File: config.mk
export PLATFORM = sky130hd
export DESIGN_NAME = serial_gap_framer_with_watchdog_top
export DESIGN_NICKNAME = d
export VERILOG_FILES = /design/src/rtl/sgf_pkg.sv /design/src/rtl/sgf_ctrl.sv /design/src/rtl/sgf_datapath.sv /design/src/rtl/serial_gap_framer_with_watchdog_top.sv
export SDC_FILE = /design/constraint.sdc
export NUM_CORES = 1
export LEC_CHECK = 0
export BUFFER_PORTS_ARGS = -buffer_cell sky130_fd_sc_hd__buf_4
export CAP_MARGIN = 20
export CELL_PAD_IN_SITES_DETAIL_PLACEMENT = 1
export CELL_PAD_IN_SITES_GLOBAL_PLACEMENT = 2
export CORE_AREA = 2 2 278 280
export CTS_CLUSTER_SIZE = 24
export DETAILED_ROUTE_END_ITERATION = 10
export DIE_AREA = 0 0 280 282
export PLACE_DENSITY = 0.91
export SYNTH_ARGS = -nofsm -noshare
export SYNTH_HDL_FRONTEND = slang
export SYNTH_SLANG_ARGS = --single-unit
File: constraint.sdc
create_clock -name aclk -period 8.9 [get_ports aclk]
set_clock_uncertainty 0.15 [all_clocks]
set_input_delay 0.89 -clock aclk [delete_from_list [all_inputs] [get_ports aclk]]
set_output_delay 0.89 -clock aclk [all_outputs]
set_load 0.01 [all_outputs]
File: src/rtl/sgf_pkg.sv
// Shared types, constants and helpers for the serial gap framer.
// No dependencies; imported by every module of the block.
package sgf_pkg;

    localparam int BUFFER_DEPTH = 64;
    localparam int PTR_W        = $clog2(BUFFER_DEPTH);
    localparam int CNT_W        = PTR_W + 1;

    localparam logic [2:0] CMD_RX   = 3'd0;
    localparam logic [2:0] CMD_TICK = 3'd1;
    localparam logic [2:0] CMD_POP  = 3'd2;
    localparam logic [2:0] CMD_REQ  = 3'd3;
    localparam logic [2:0] CMD_RESP = 3'd4;

    localparam logic [1:0] KIND_STATUS = 2'd0;
    localparam logic [1:0] KIND_FRAME  = 2'd1;
    localparam logic [1:0] KIND_POP    = 2'd2;
    localparam logic [1:0] KIND_EMPTY  = 2'd3;

    localparam logic DEST_USS    = 1'b0;
    localparam logic DEST_MODBUS = 1'b1;

    localparam logic [1:0] REG_GAP      = 2'd0;
    localparam logic [1:0] REG_RESPONSE = 2'd1;
    localparam logic [1:0] REG_RECOVERY = 2'd2;
    localparam logic [1:0] REG_RETRY    = 2'd3;

    localparam int CFG_W = 16;

    typedef struct packed {
        logic [2:0]  cmd;
        logic [7:0]  rx_data;
        logic        rx_error;
        logic [31:0] cycle_now;
        logic        fmt_wait;
        logic        alt_drive_wait;
        logic        expect_uss;
    } in_item_t;

    typedef struct packed {
        logic [1:0] kind;
        logic       dest;
        logic [7:0] out_data;
        logic       last;
        logic       link_ready;
        logic       link_timeout;
        logic       link_aborted;
    } out_item_t;

    typedef struct packed {
        logic capture;
        logic exec;
        logic load_status;
        logic load_byte;
    } ctrl_cmd_t;

    typedef struct packed {
        logic stream;
        logic remain_last;
        logic out_free;
    } dp_stat_t;

    function automatic logic [PTR_W-1:0] ptr_add(input logic [PTR_W-1:0] p,
                                                 input logic [CNT_W-1:0] off);
        logic [PTR_W:0] sum;
        sum = {1'b0, p} + off;
        if (sum >= (PTR_W+1)'(BUFFER_DEPTH)) begin
            sum = sum - (PTR_W+1)'(BUFFER_DEPTH);
        end
        return sum[PTR_W-1:0];
    endfunction

    function automatic logic [PTR_W-1:0] ptr_inc(input logic [PTR_W-1:0] p);
        return (p == PTR_W'(BUFFER_DEPTH - 1)) ? '0 : p + 1'b1;
    endfunction

endpackage

File: src/rtl/sgf_ctrl.sv
// Sequencing state machine of the serial gap framer.
// Depends on sgf_pkg; drives sgf_datapath through ctrl_cmd_t.
module sgf_ctrl (
    input  logic               aclk,
    input  logic               aresetn,
    input  logic               s_valid,
    output logic               s_ready,
    input  sgf_pkg::dp_stat_t  stat,
    output sgf_pkg::ctrl_cmd_t cmd
);
    import sgf_pkg::*;

    typedef enum logic [3:0] {
        ST_IDLE = 4'b0001,
        ST_EXEC = 4'b0010,
        ST_RESP = 4'b0100,
        ST_LOAD = 4'b1000
    } state_t;

    state_t state_reg, state_next;

    always_ff @(posedge aclk) begin
        if (!aresetn) begin
            state_reg <= ST_IDLE;
        end else begin
            state_reg <= state_next;
        end
    end

    always_comb begin
        state_next = state_reg;
        cmd        = '0;
        s_ready    = 1'b0;
        case (state_reg)
            ST_IDLE: begin
                s_ready = 1'b1;
                if (s_valid) begin
                    cmd.capture = 1'b1;
                    state_next  = ST_EXEC;
                end
            end
            ST_EXEC: begin
                cmd.exec   = 1'b1;
                state_next = stat.stream ? ST_LOAD : ST_RESP;
            end
            ST_RESP: begin
                if (stat.out_free) begin
                    cmd.load_status = 1'b1;
                    state_next      = ST_IDLE;
                end
            end
            ST_LOAD: begin
                if (stat.out_free) begin
                    cmd.load_byte = 1'b1;
                    if (stat.remain_last) begin
                        state_next = ST_IDLE;
                    end
                end
            end
            default: begin
                state_next = ST_IDLE;
            end
        endcase
    end

endmodule

File: src/rtl/sgf_datapath.sv
// Datapath of the serial gap framer: byte buffer, gap timer, watchdog, result register.
// Depends on sgf_pkg; commanded by sgf_ctrl.
module sgf_datapath (
    input  logic                     aclk,
    input  logic                     aresetn,
    input  sgf_pkg::in_item_t        s_data,
    output logic                     m_valid,
    input  logic                     m_ready,
    output sgf_pkg::out_item_t       m_data,
    input  logic                     cfg_we,
    input  logic [1:0]               cfg_index,
    input  logic [sgf_pkg::CFG_W-1:0] cfg_wdata,
    input  sgf_pkg::ctrl_cmd_t       cmd,
    output sgf_pkg::dp_stat_t        stat
);
    import sgf_pkg::*;

    logic [7:0]       mem [BUFFER_DEPTH];
    logic [7:0]       rd_data_reg;

    logic [7:0]       gap_ticks_reg, gap_ticks_next;
    logic [15:0]      response_ticks_reg, response_ticks_next;
    logic [15:0]      recovery_ticks_reg, recovery_ticks_next;
    logic [3:0]       retry_limit_reg, retry_limit_next;

    in_item_t         item_reg;
    logic [PTR_W-1:0] head_reg, head_next;
    logic [CNT_W-1:0] count_reg, count_next;
    logic             got_bytes_reg, got_bytes_next;
    logic [31:0]      gap_deadline_reg, gap_deadline_next;
    logic             ready_reg, ready_next;
    logic             timeout_reg, timeout_next;
    logic             aborted_reg, aborted_next;
    logic [3:0]       retry_reg, retry_next;
    logic [32:0]      watch_deadline_reg, watch_deadline_next;
    logic             uss_waiting_reg, uss_waiting_next;
    logic [PTR_W-1:0] rd_ptr_reg, rd_ptr_next;
    logic [CNT_W-1:0] remain_reg, remain_next;
    logic [1:0]       stream_kind_reg, stream_kind_next;
    logic             stream_dest_reg, stream_dest_next;
    logic             m_valid_reg, m_valid_next;
    out_item_t        out_reg, out_next;

    logic             mem_we;
    logic [PTR_W-1:0] wr_addr;
    logic             rd_en;
    logic [PTR_W-1:0] rd_addr;
    logic             emit;
    logic             emit_dest;
    logic [32:0]      now_ext;
    logic [32:0]      watch_restart;
    logic [33:0]      recovery_deadline;
    logic             watch_expired;
    logic             stream_now;
    logic             remain_last;
    logic             out_free;

    assign now_ext           = {1'b0, item_reg.cycle_now};
    assign watch_restart     = now_ext + {17'd0, response_ticks_reg};
    assign recovery_deadline = {1'b0, watch_deadline_reg} + {18'd0, recovery_ticks_reg};
    assign watch_expired     = now_ext >= watch_deadline_reg;

    always_ff @(posedge aclk) begin
        if (mem_we) begin
            mem[wr_addr] <= item_reg.rx_data;
        end
        if (rd_en) begin
            rd_data_reg <= mem[rd_addr];
        end
    end

    always_ff @(posedge aclk) begin
        if (cmd.capture) begin
            item_reg <= s_data;
        end
        out_reg          <= out_next;
        rd_ptr_reg       <= rd_ptr_next;
        stream_kind_reg  <= stream_kind_next;
        stream_dest_reg  <= stream_dest_next;
    end

    always_ff @(posedge aclk) begin
        if (!aresetn) begin
            gap_ticks_reg      <= 8'd3;
            response_ticks_reg <= 16'd50;
            recovery_ticks_reg <= 16'd250;
            retry_limit_reg    <= 4'd1;
            head_reg           <= '0;
            count_reg          <= '0;
            got_bytes_reg      <= 1'b0;
            gap_deadline_reg   <= '0;
            ready_reg          <= 1'b1;
            timeout_reg        <= 1'b0;
            aborted_reg        <= 1'b0;
            retry_reg          <= '0;
            watch_deadline_reg <= '0;
            uss_waiting_reg    <= 1'b0;
            remain_reg         <= '0;
            m_valid_reg        <= 1'b0;
        end else begin
            gap_ticks_reg      <= gap_ticks_next;
            response_ticks_reg <= response_ticks_next;
            recovery_ticks_reg <= recovery_ticks_next;
            retry_limit_reg    <= retry_limit_next;
            head_reg           <= head_next;
            count_reg          <= count_next;
            got_bytes_reg      <= got_bytes_next;
            gap_deadline_reg   <= gap_deadline_next;
            ready_reg          <= ready_next;
            timeout_reg        <= timeout_next;
            aborted_reg        <= aborted_next;
            retry_reg          <= retry_next;
            watch_deadline_reg <= watch_deadline_next;
            uss_waiting_reg    <= uss_waiting_next;
            remain_reg         <= remain_next;
            m_valid_reg        <= m_valid_next;
        end
    end

    always_comb begin
        gap_ticks_next      = gap_ticks_reg;
        response_ticks_next = response_ticks_reg;
        recovery_ticks_next = recovery_ticks_reg;
        retry_limit_next    = retry_limit_reg;
        if (cfg_we) begin
            case (cfg_index)
                REG_GAP:      gap_ticks_next      = cfg_wdata[7:0];
                REG_RESPONSE: response_ticks_next = cfg_wdata;
                REG_RECOVERY: recovery_ticks_next = cfg_wdata;
                REG_RETRY:    retry_limit_next    = cfg_wdata[3:0];
                default: begin
                end
            endcase
        end
    end

    always_comb begin
        emit      = 1'b0;
        emit_dest = DEST_USS;
        if (count_reg != '0 && !got_bytes_reg &&
            item_reg.cycle_now >= gap_deadline_reg && !item_reg.fmt_wait) begin
            if (uss_waiting_reg) begin
                emit      = 1'b1;
                emit_dest = DEST_USS;
            end else if (!item_reg.alt_drive_wait) begin
                emit      = 1'b1;
                emit_dest = DEST_MODBUS;
            end
        end
    end

    always_comb begin
        head_next           = head_reg;
        count_next          = count_reg;
        got_bytes_next      = got_bytes_reg;
        gap_deadline_next   = gap_deadline_reg;
        ready_next          = ready_reg;
        timeout_next        = timeout_reg;
        aborted_next        = aborted_reg;
        retry_next          = retry_reg;
        watch_deadline_next = watch_deadline_reg;
        uss_waiting_next    = uss_waiting_reg;
        rd_ptr_next         = rd_ptr_reg;
        remain_next         = remain_reg;
        stream_kind_next    = stream_kind_reg;
        stream_dest_next    = stream_dest_reg;
        out_next            = out_reg;
        mem_we              = 1'b0;
        wr_addr             = ptr_add(head_reg, count_reg);
        rd_en               = 1'b0;
        rd_addr             = head_reg;
        stream_now          = 1'b0;

        if (cmd.exec) begin
            case (item_reg.cmd)
                CMD_RX: begin
                    if (!item_reg.rx_error && count_reg < CNT_W'(BUFFER_DEPTH)) begin
                        mem_we         = 1'b1;
                        count_next     = count_reg + 1'b1;
                        got_bytes_next = 1'b1;
                    end
                end
                CMD_TICK: begin
                    if (count_reg != '0 && got_bytes_reg) begin
                        gap_deadline_next = item_reg.cycle_now + {24'd0, gap_ticks_reg};
                    end
                    got_bytes_next = 1'b0;
                    if (emit) begin
                        stream_now       = 1'b1;
                        rd_en            = 1'b1;
                        rd_ptr_next      = ptr_inc(head_reg);
                        remain_next      = count_reg;
                        count_next       = '0;
                        stream_kind_next = KIND_FRAME;
                        stream_dest_next = emit_dest;
                        if (emit_dest == DEST_USS) begin
                            uss_waiting_next = 1'b0;
                        end
                    end
                    if (ready_reg) begin
                        retry_next          = '0;
                        timeout_next        = 1'b0;
                        aborted_next        = 1'b0;
                        watch_deadline_next = watch_restart;
                    end else if (watch_expired && !timeout_reg &&
                                 retry_reg < retry_limit_reg) begin
                        retry_next          = retry_reg + 1'b1;
                        timeout_next        = 1'b1;
                        watch_deadline_next = watch_restart;
                    end else if (watch_expired && retry_reg >= retry_limit_reg &&
                                 !aborted_reg) begin
                        aborted_next = 1'b1;
                    end else if ({1'b0, now_ext} >= recovery_deadline) begin
                        retry_next       = '0;
                        ready_next       = 1'b1;
                        timeout_next     = 1'b0;
                        aborted_next     = 1'b0;
                        uss_waiting_next = 1'b0;
                    end
                end
                CMD_POP: begin
                    if (count_reg != '0) begin
                        stream_now       = 1'b1;
                        rd_en            = 1'b1;
                        head_next        = ptr_inc(head_reg);
                        count_next       = count_reg - 1'b1;
                        remain_next      = CNT_W'(1);
                        stream_kind_next = KIND_POP;
                        stream_dest_next = DEST_USS;
                    end
                end
                CMD_REQ: begin
                    ready_next       = 1'b0;
                    uss_waiting_next = item_reg.expect_uss;
                end
                CMD_RESP: begin
                    ready_next = 1'b1;
                end
                default: begin
                end
            endcase
        end

        if (cmd.load_byte) begin
            out_next.kind     = stream_kind_reg;
            out_next.dest     = stream_dest_reg;
            out_next.out_data = rd_data_reg;
            out_next.last     = remain_last;
            remain_next       = remain_reg - 1'b1;
            if (!remain_last) begin
                rd_en       = 1'b1;
                rd_addr     = rd_ptr_reg;
                rd_ptr_next = ptr_inc(rd_ptr_reg);
            end
        end

        if (cmd.load_status) begin
            out_next.kind     = (item_reg.cmd == CMD_POP) ? KIND_EMPTY : KIND_STATUS;
            out_next.dest     = DEST_USS;
            out_next.out_data = '0;
            out_next.last     = 1'b1;
        end

        if (cmd.load_byte || cmd.load_status) begin
            out_next.link_ready   = ready_reg;
            out_next.link_timeout = timeout_reg;
            out_next.link_aborted = aborted_reg;
        end
    end

    always_comb begin
        if (cmd.load_byte || cmd.load_status) begin
            m_valid_next = 1'b1;
        end else if (m_ready) begin
            m_valid_next = 1'b0;
        end else begin
            m_valid_next = m_valid_reg;
        end
    end

    assign remain_last = (remain_reg == CNT_W'(1));
    assign out_free    = !m_valid_reg || m_ready;
    assign stat        = {stream_now, remain_last, out_free};
    assign m_valid     = m_valid_reg;
    assign m_data      = out_reg;

endmodule

File: src/rtl/serial_gap_framer_with_watchdog_top.sv
// A status or empty-pop result passes through EXEC and RESP, a popped byte or frame
// through EXEC and LOAD, and is loaded into the output register once it is free.
// One input beat at a time; frame bytes are paced by the buffer's single read port.
// Reset: aresetn is synchronous, active low; it empties the buffer, restores the
// register defaults and sets the link ready; buffer contents are not cleared.
// Top level of the serial gap framer; depends on sgf_pkg, sgf_ctrl, sgf_datapath.
module serial_gap_framer_with_watchdog_top (
    input  logic                      aclk,
    input  logic                      aresetn,
    input  logic                      s_valid,
    output logic                      s_ready,
    input  sgf_pkg::in_item_t         s_data,
    output logic                      m_valid,
    input  logic                      m_ready,
    output sgf_pkg::out_item_t        m_data,
    input  logic                      cfg_we,
    input  logic [1:0]                cfg_index,
    input  logic [sgf_pkg::CFG_W-1:0] cfg_wdata
);
    import sgf_pkg::*;

    ctrl_cmd_t cmd;
    dp_stat_t  stat;

    sgf_ctrl u_ctrl (
        .aclk    (aclk),
        .aresetn (aresetn),
        .s_valid (s_valid),
        .s_ready (s_ready),
        .stat    (stat),
        .cmd     (cmd)
    );

    sgf_datapath u_datapath (
        .aclk      (aclk),
        .aresetn   (aresetn),
        .s_data    (s_data),
        .m_valid   (m_valid),
        .m_ready   (m_ready),
        .m_data    (m_data),
        .cfg_we    (cfg_we),
        .cfg_index (cfg_index),
        .cfg_wdata (cfg_wdata),
        .cmd       (cmd),
        .stat      (stat)
    );

    a_load_needs_room: assert property (@(posedge aclk) disable iff (!aresetn)
        (cmd.load_status || cmd.load_byte) |-> stat.out_free)
        else $error("result loaded while output register occupied");

    a_single_load: assert property (@(posedge aclk) disable iff (!aresetn)
        !(cmd.load_status && cmd.load_byte))
        else $error("status and byte loaded together");

    a_one_beat_at_a_time: assert property (@(posedge aclk) disable iff (!aresetn)
        (s_valid && s_ready) |=> !s_ready)
        else $error("input beat accepted while previous beat in progress");

    a_load_sets_valid: assert property (@(posedge aclk) disable iff (!aresetn)
        (cmd.load_status || cmd.load_byte) |=> m_valid)
        else $error("loaded result not presented");

endmodule

==> impl_metrics.toml, run 1 <==
[setup_path]
end_kind = "flop"
cp_cell_sequence = "ha_1, nand3_1, and3b_1, and2_1, or3_1, o21ai_0, nand2_1, or3_1, xnor2_1, ha_1, nand4_1, or4_1, a21oi_1, a211oi_1, a221oi_1, a211oi_1, mux2_2"
cp_max_fo = 7
slowest_delay_ns = 0.57
worstSetupPathType = "flop to flop"
timing.critical_path.buf_inv = 0
crit_path_top_delay_cell = "or4_1"
r2r-start = "u_datapath.watch_deadline_reg[11]"
cp-start-kind = "flop"
rr_worst_depth = 17
crit_arrival_ns = 5.81
ff2ff_setup_slack_ns = 3.45
rr_endpoint = "u_datapath.retry_reg[0]"
cp_top_family = "simple AND/OR/NAND/NOR gates"
worstPathRequired_ns = 9.27

[clock_network]
clockRootBuffer = "clkbuf_16"
numClockSinks = 734
hold_buffers = 0
path_clk_slew_ns = 0.06
ctsLongestPathBuffers = 3
post_cts_resized = 0
cts_setup_buffers = 0
numCtsBuffers = 80
cts_tree = "yes"
insertion_delay_ns = 0.67
htreeDepth = 3

[layout]
layout_commonest_cell = "edfxtp_1"
fin_nets = 3203
drive_above_1_share_pct = 9.31
largest_reg_flops = 512
diodes = 0
area_growth_pct = 12.6
layout_common_cells = "edfxtp_1 (575), nand2_1 (423), nor2_1 (205)"

[global_routing]
grt_pass1_vias = 25500
grt_overflow = 0
top_usage_layer = "met2"
grtUsageMet3_pct = 3.78
met1_usage_pct = 31.7
grt_pass1_wl_mm = 156
antenna_found_initial = 0
grt_usage_pct = 25.8
grt_max_degree = 101
use_met2_pct = 45.2

[yosys]
synth_nets = 3114
synth_top_area_share_pct = 50.8
ys_seq_area_share_pct = 60.1
synthArstFlopShare_pct = 0
synth_top_cell_by_area = "edfxtp_1"
yosysUniqueCellTypes = 70
avgSynthCellArea_um2 = 11.8
syn_area_um2 = 34000
ys_seq_elements = 734
syn_inst = 2878
yosys_most_used_dff = "edfxtp_1"
synth-edff-count = 575
yosys_warnings = 0
synth_area_leaders = "edfxtp_1 (51%), dfxtp_1 (9.4%), ha_1 (5.9%), nand2_1 (4.7%), mux2i_1 (3.5%)"

[die]
fp.dieH_um = 282
num_io_pins = 87
start_util_pct = 44.9
dieArea_um2 = 79000
rows = 101
die_w_um = 280
core_um2 = 75700

[route]
avgViaCountPerCell = 6.04
ant_nets = 0
vias = 24200
dr.pass1.iters = 7
wire_per_inst_um = 25.4
wl_mm = 102
drt_first_iter_violations = 2195
drc = 0

[timing]
setup_viol = 0
fin_ws_ns = 3.45
setup-tns-final_ns = 0
fmax_mhz = 184
worst_pin_slew_ns = 1.06
relSlewSlack_pct = 29.2
final-max-slew-violation-count = 0
min_period_ns = 5.45
finalHoldViolations = 0
rsz0062_at_grt = "no"
finalCritPeriodShare_pct = 61.2

[worst_hold_path]
min_path_type = "primary input to flop"
hold_end = "u_datapath.item_reg[37]"
worstHoldStart = "s_data[37]"
whs_path_depth = 1

[power_and_ir_drop]
vdd_drop_max_mv = 0.168
p_per_area_nw_per_um2 = 196
leakagePower_uw = 0.0135

[place]
place_ws_ns = 3.55
hpwl_mm = 67.6
io_buffers = 86
gp_congestion = 0.875

[outcome]
outcome = "finished clean"

[flow_run]
maxCapViolations = 0
synth_stat cells, types with 12 or more instances:
cell / number
edfxtp_1: 575
nand2_1: 423
nor2_1: 205
a21oi_1: 165
ha_1: 161
dfxtp_1: 159
mux2i_1: 119
inv_1: 104
nand3_1: 90
o21ai_0: 87
clkbuf_1: 77
o22ai_1: 64
xnor2_1: 63
a211oi_1: 39
and3_1: 36
nor3_1: 35
a21o_1: 32
xor2_1: 32
nand4_1: 31
buf_2: 23
a311oi_1: 22
a31oi_1: 22
a32oi_1: 22
mux4_2: 21
nor4_1: 19
a22o_1: 16
nand2b_1: 16
nor2b_1: 16
o21a_1: 15
buf_1: 13
o31ai_1: 12
cell families (layout without fill, tap and decap cells):
kind of cell	count (synthesis)	after routing	synth area share [%]
fa+ha+maj	166	166	6.22
flops	734	734	60.1
buf+inv	224	375	2.67
compound gates	579	579	11.1
xor+xnor	95	95	2.45
mux	146	146	5.09
simple gates	934	934	12.3
worst max path at each step:
stage / start / end / slack (ns) / cells after the start
6_report: u_datapath.watch_deadline_reg[11] / u_datapath.retry_reg[0] / 3.45 / 17
5_1_grt: u_datapath.watch_deadline_reg[0] / u_datapath.retry_reg[0] / 3.04 / 19
4_1_cts: u_datapath.watch_deadline_reg[10] / u_datapath.retry_reg[0] / 3.45 / 17
3_5_place_dp: u_datapath.watch_deadline_reg[0] / u_datapath.retry_reg[0] / 3.55 / 19
3_3_place_gp: u_datapath.watch_deadline_reg[0] / u_datapath.retry_reg[0] / 3.69 / 19
2_1_floorplan: u_datapath.watch_deadline_reg[0] / u_datapath.retry_reg[0] / 4.40 / 20
power breakdown:
part,internal (uW),total [uW],switching (uW)
Combinational,164,467,302
Clock,1780,3220,1440
Sequential,3770,3840,68.8
through the flow:
step	hold WS [ns]	power (uW)	util [%]	instance area, um2	cells
2_1_floorplan	0.276	4170	-	34000	2878
3_3_place_gp	0.287	4350	47.2	35700	3856
3_5_place_dp	0.299	4380	47.2	35700	3857
4_1_cts	0.228	7570	50.5	38200	4001
5_1_grt	0.232	7750	50.6	38300	4007
6_report	0.257	7530	50.6	38300	4007
area by class of cell:
type	instances	area [um2]
clock inverters	35	367
flip-flops and latches	734	20400
inverters	104	390
fillers	7785	37400
repair buffers	127	992
well taps	978	1220
clock buffers	109	2150
multi-input cells	1920	12700
routing by layer:
layer | share of wire (%) | vias up
li1 | - | 10900
met1 | 40 | 12200
met2 | 50 | 813
met3 | 5.5 | 249
met4 | 4.3 | 0
met5 | 0 | -
No activity file was read; power rests on OpenSTA's default activity.
==> run 2: changes to the inputs <==
CORE_AREA = 2 2 282 284   (was 2 2 278 280)
DIE_AREA = 0 0 284 286   (was 0 0 280 282)
PLACE_DENSITY = 0.89   (was 0.91)
clock period = 5.5 ns   (was 8.9 ns; I/O delays follow)
==> run 2 against run 1 <==
Net effect: first-iteration DRC count fell by 6.0%; via count increased by 2.1%; die area is 2.9% higher; wire length up 3.2%; hold slack got worse by 0.23 ns; setup slack worse by 3.1 ns; utilization down 0.23 points; final cell count rose by 4.0%; clock-buffer cell count decreased by 12; non-clock buffer count increased by 77; sequential share of layout area shrank 1.6 points; largest cell class unchanged; largest power group unchanged.
==> impl_metrics.toml, run 2 (synthesized netlist as in run 1, its figures left out) <==
[worst_hold_path]
whs_path_depth = 3
worstHoldStart = "cfg_wdata[14]"
hold_end = "u_datapath.response_ticks_reg[14]"
min_path_type = "primary input to flop"

[timing]
fin_ws_ns = 0.349
setup_viol = 0
relSlewSlack_pct = 28.5
rsz0062_at_grt = "no"
finalCritPeriodShare_pct = 93.7
setup-tns-final_ns = 0
fmax_mhz = 194
worst_pin_slew_ns = 1.07
min_period_ns = 5.15
final-max-slew-violation-count = 0
finalHoldViolations = 0

[setup_path]
end_kind = "flop"
rr_worst_depth = 18
worstPathRequired_ns = 5.91
cp_max_fo = 7
crit_arrival_ns = 5.56
cp-start-kind = "flop"
rr_endpoint = "u_datapath.retry_reg[0]"
r2r-start = "u_datapath.watch_deadline_reg[11]"
ff2ff_setup_slack_ns = 0.35
worstSetupPathType = "flop to flop"

[power_and_ir_drop]
switching_share_pct = 24.1
vdd_drop_max_mv = 0.253
p_per_area_nw_per_um2 = 325
p_comb_share_pct = 6.2
seq_power_share_pct = 48.4
p_clk_share_pct = 45.4
net-switching-power_uw = 3100
p_int_uw = 9740
leakagePower_uw = 0.0141

[global_routing]
grt_pass1_vias = 26300
antenna_found_initial = 0
grt_max_degree = 66
grt_overflow = 0
grt_usage_pct = 25.7
grt_pass1_wl_mm = 161

[layout]
nFillCells = 8148
fin_nets = 3283
largest_reg_flops = 512
final_core_util_pct = 50.4
seq_area_um2 = 20400
area_growth_pct = 16.1
diodes = 0
layout_common_cells = "edfxtp_1 (575), nand2_1 (423), nor2_1 (205)"
drive_above_1_share_pct = 10.7
instances_no_fill = 4167
multi_input_area_um2 = 12700
fin_area_um2 = 39500
layout_commonest_cell = "edfxtp_1"

[place]
gp_congestion = 0.904
place_area_um2 = 36000
place_inst = 3954
hpwl_mm = 68.9
place_ws_ns = 0.299
io_buffers = 86

[die]
rows = 103
core_um2 = 78400
num_io_pins = 87
start_util_pct = 43.4
die_w_um = 284
fp.dieH_um = 286
dieArea_um2 = 81200

[clock_network]
path_clk_slew_ns = 0.06
ctsLongestPathBuffers = 3
numClockSinks = 734
htreeDepth = 3
insertion_delay_ns = 0.67
cts_setup_buffers = 0
numCtsBuffers = 83
clockRootBuffer = "clkbuf_16"
cts_tree = "yes"

[route]
drt_first_iter_violations = 2063
vias = 24700
dr.pass1.iters = 5
drc = 0
wire_per_inst_um = 25.2
ant_nets = 0
avgViaCountPerCell = 5.92
wl_mm = 105

[flow_run]
maxCapViolations = 0

[outcome]
outcome = "finished clean"
-- run 2: how the worst max path moves through the flow --
stage / start / to / slack, ns
CTS: u_datapath.watch_deadline_reg[0] / u_datapath.retry_reg[0] / 0.26
floorplan: u_datapath.watch_deadline_reg[0] / u_datapath.retry_reg[0] / 1.0
detailed placement: u_datapath.watch_deadline_reg[0] / u_datapath.retry_reg[0] / 0.30
finish: u_datapath.watch_deadline_reg[11] / u_datapath.retry_reg[0] / 0.35
global placement: u_datapath.watch_deadline_reg[0] / u_datapath.retry_reg[0] / 0.55
global route: u_datapath.watch_deadline_reg[11] / u_datapath.retry_reg[0] / 0.007
-- run 2: power groups by stage --
stage	sequential, uW	combinational (uW)	clock [uW]
after floorplan	6330	418	0
after global placement	6330	712	0
after detailed placement	6330	755	0
after CTS	6210	796	5900
after global routing	6220	883	6110
final	6210	799	5830
-- run 2: critical path, stage by stage, from the launching register on --
cell      delay, ns
dfxtp_1        0.33
ha_1           0.41
a21oi_1        0.14
and3b_1        0.21
and2_1         0.17
or3_1          0.35
o21ai_0        0.40
nand2_1        0.15
or3_1          0.41
xnor2_1        0.14
ha_1           0.29
nand4_1        0.15
or4_1          0.57
nor2_1         0.14
a211oi_1       0.10
a221oi_1       0.30
buf_4          0.19
a211oi_1       0.14
mux2_2         0.30
-- run 2: routing by layer --
layer / part of all wire, % / track usage [%]
met3: 5.6 / 3.52
met5: 0 / 0
met2: 51 / 45.6
met1: 39 / 31.0
met4: 4.5 / 11.8
-- run 2: area by class of cell --
class	count	share of cell area, %
multi-input combinational	1920	32.2
timing repair buffer	204	4.34
tap	1050	3.33
inverter	104	0.989
clock buffer	97	5.56
sequential	734	51.8
clock inverter	58	1.75
-- run 2: timing repair --
action | CTS | global route
hold buffers | 58 | 0
hold endpoints to repair | 63 | 0
gates resized for setup | 0 | 1
setup endpoints to repair | 0 | 2
-- run 2: stage by stage --
stage,hold slack (ns),total power (uW)
global placement,0.291,7040
global route,0.0171,13200
finish,0.0320,12800
detailed placement,0.296,7080
floorplan,0.276,6740
CTS,0.00112,12900
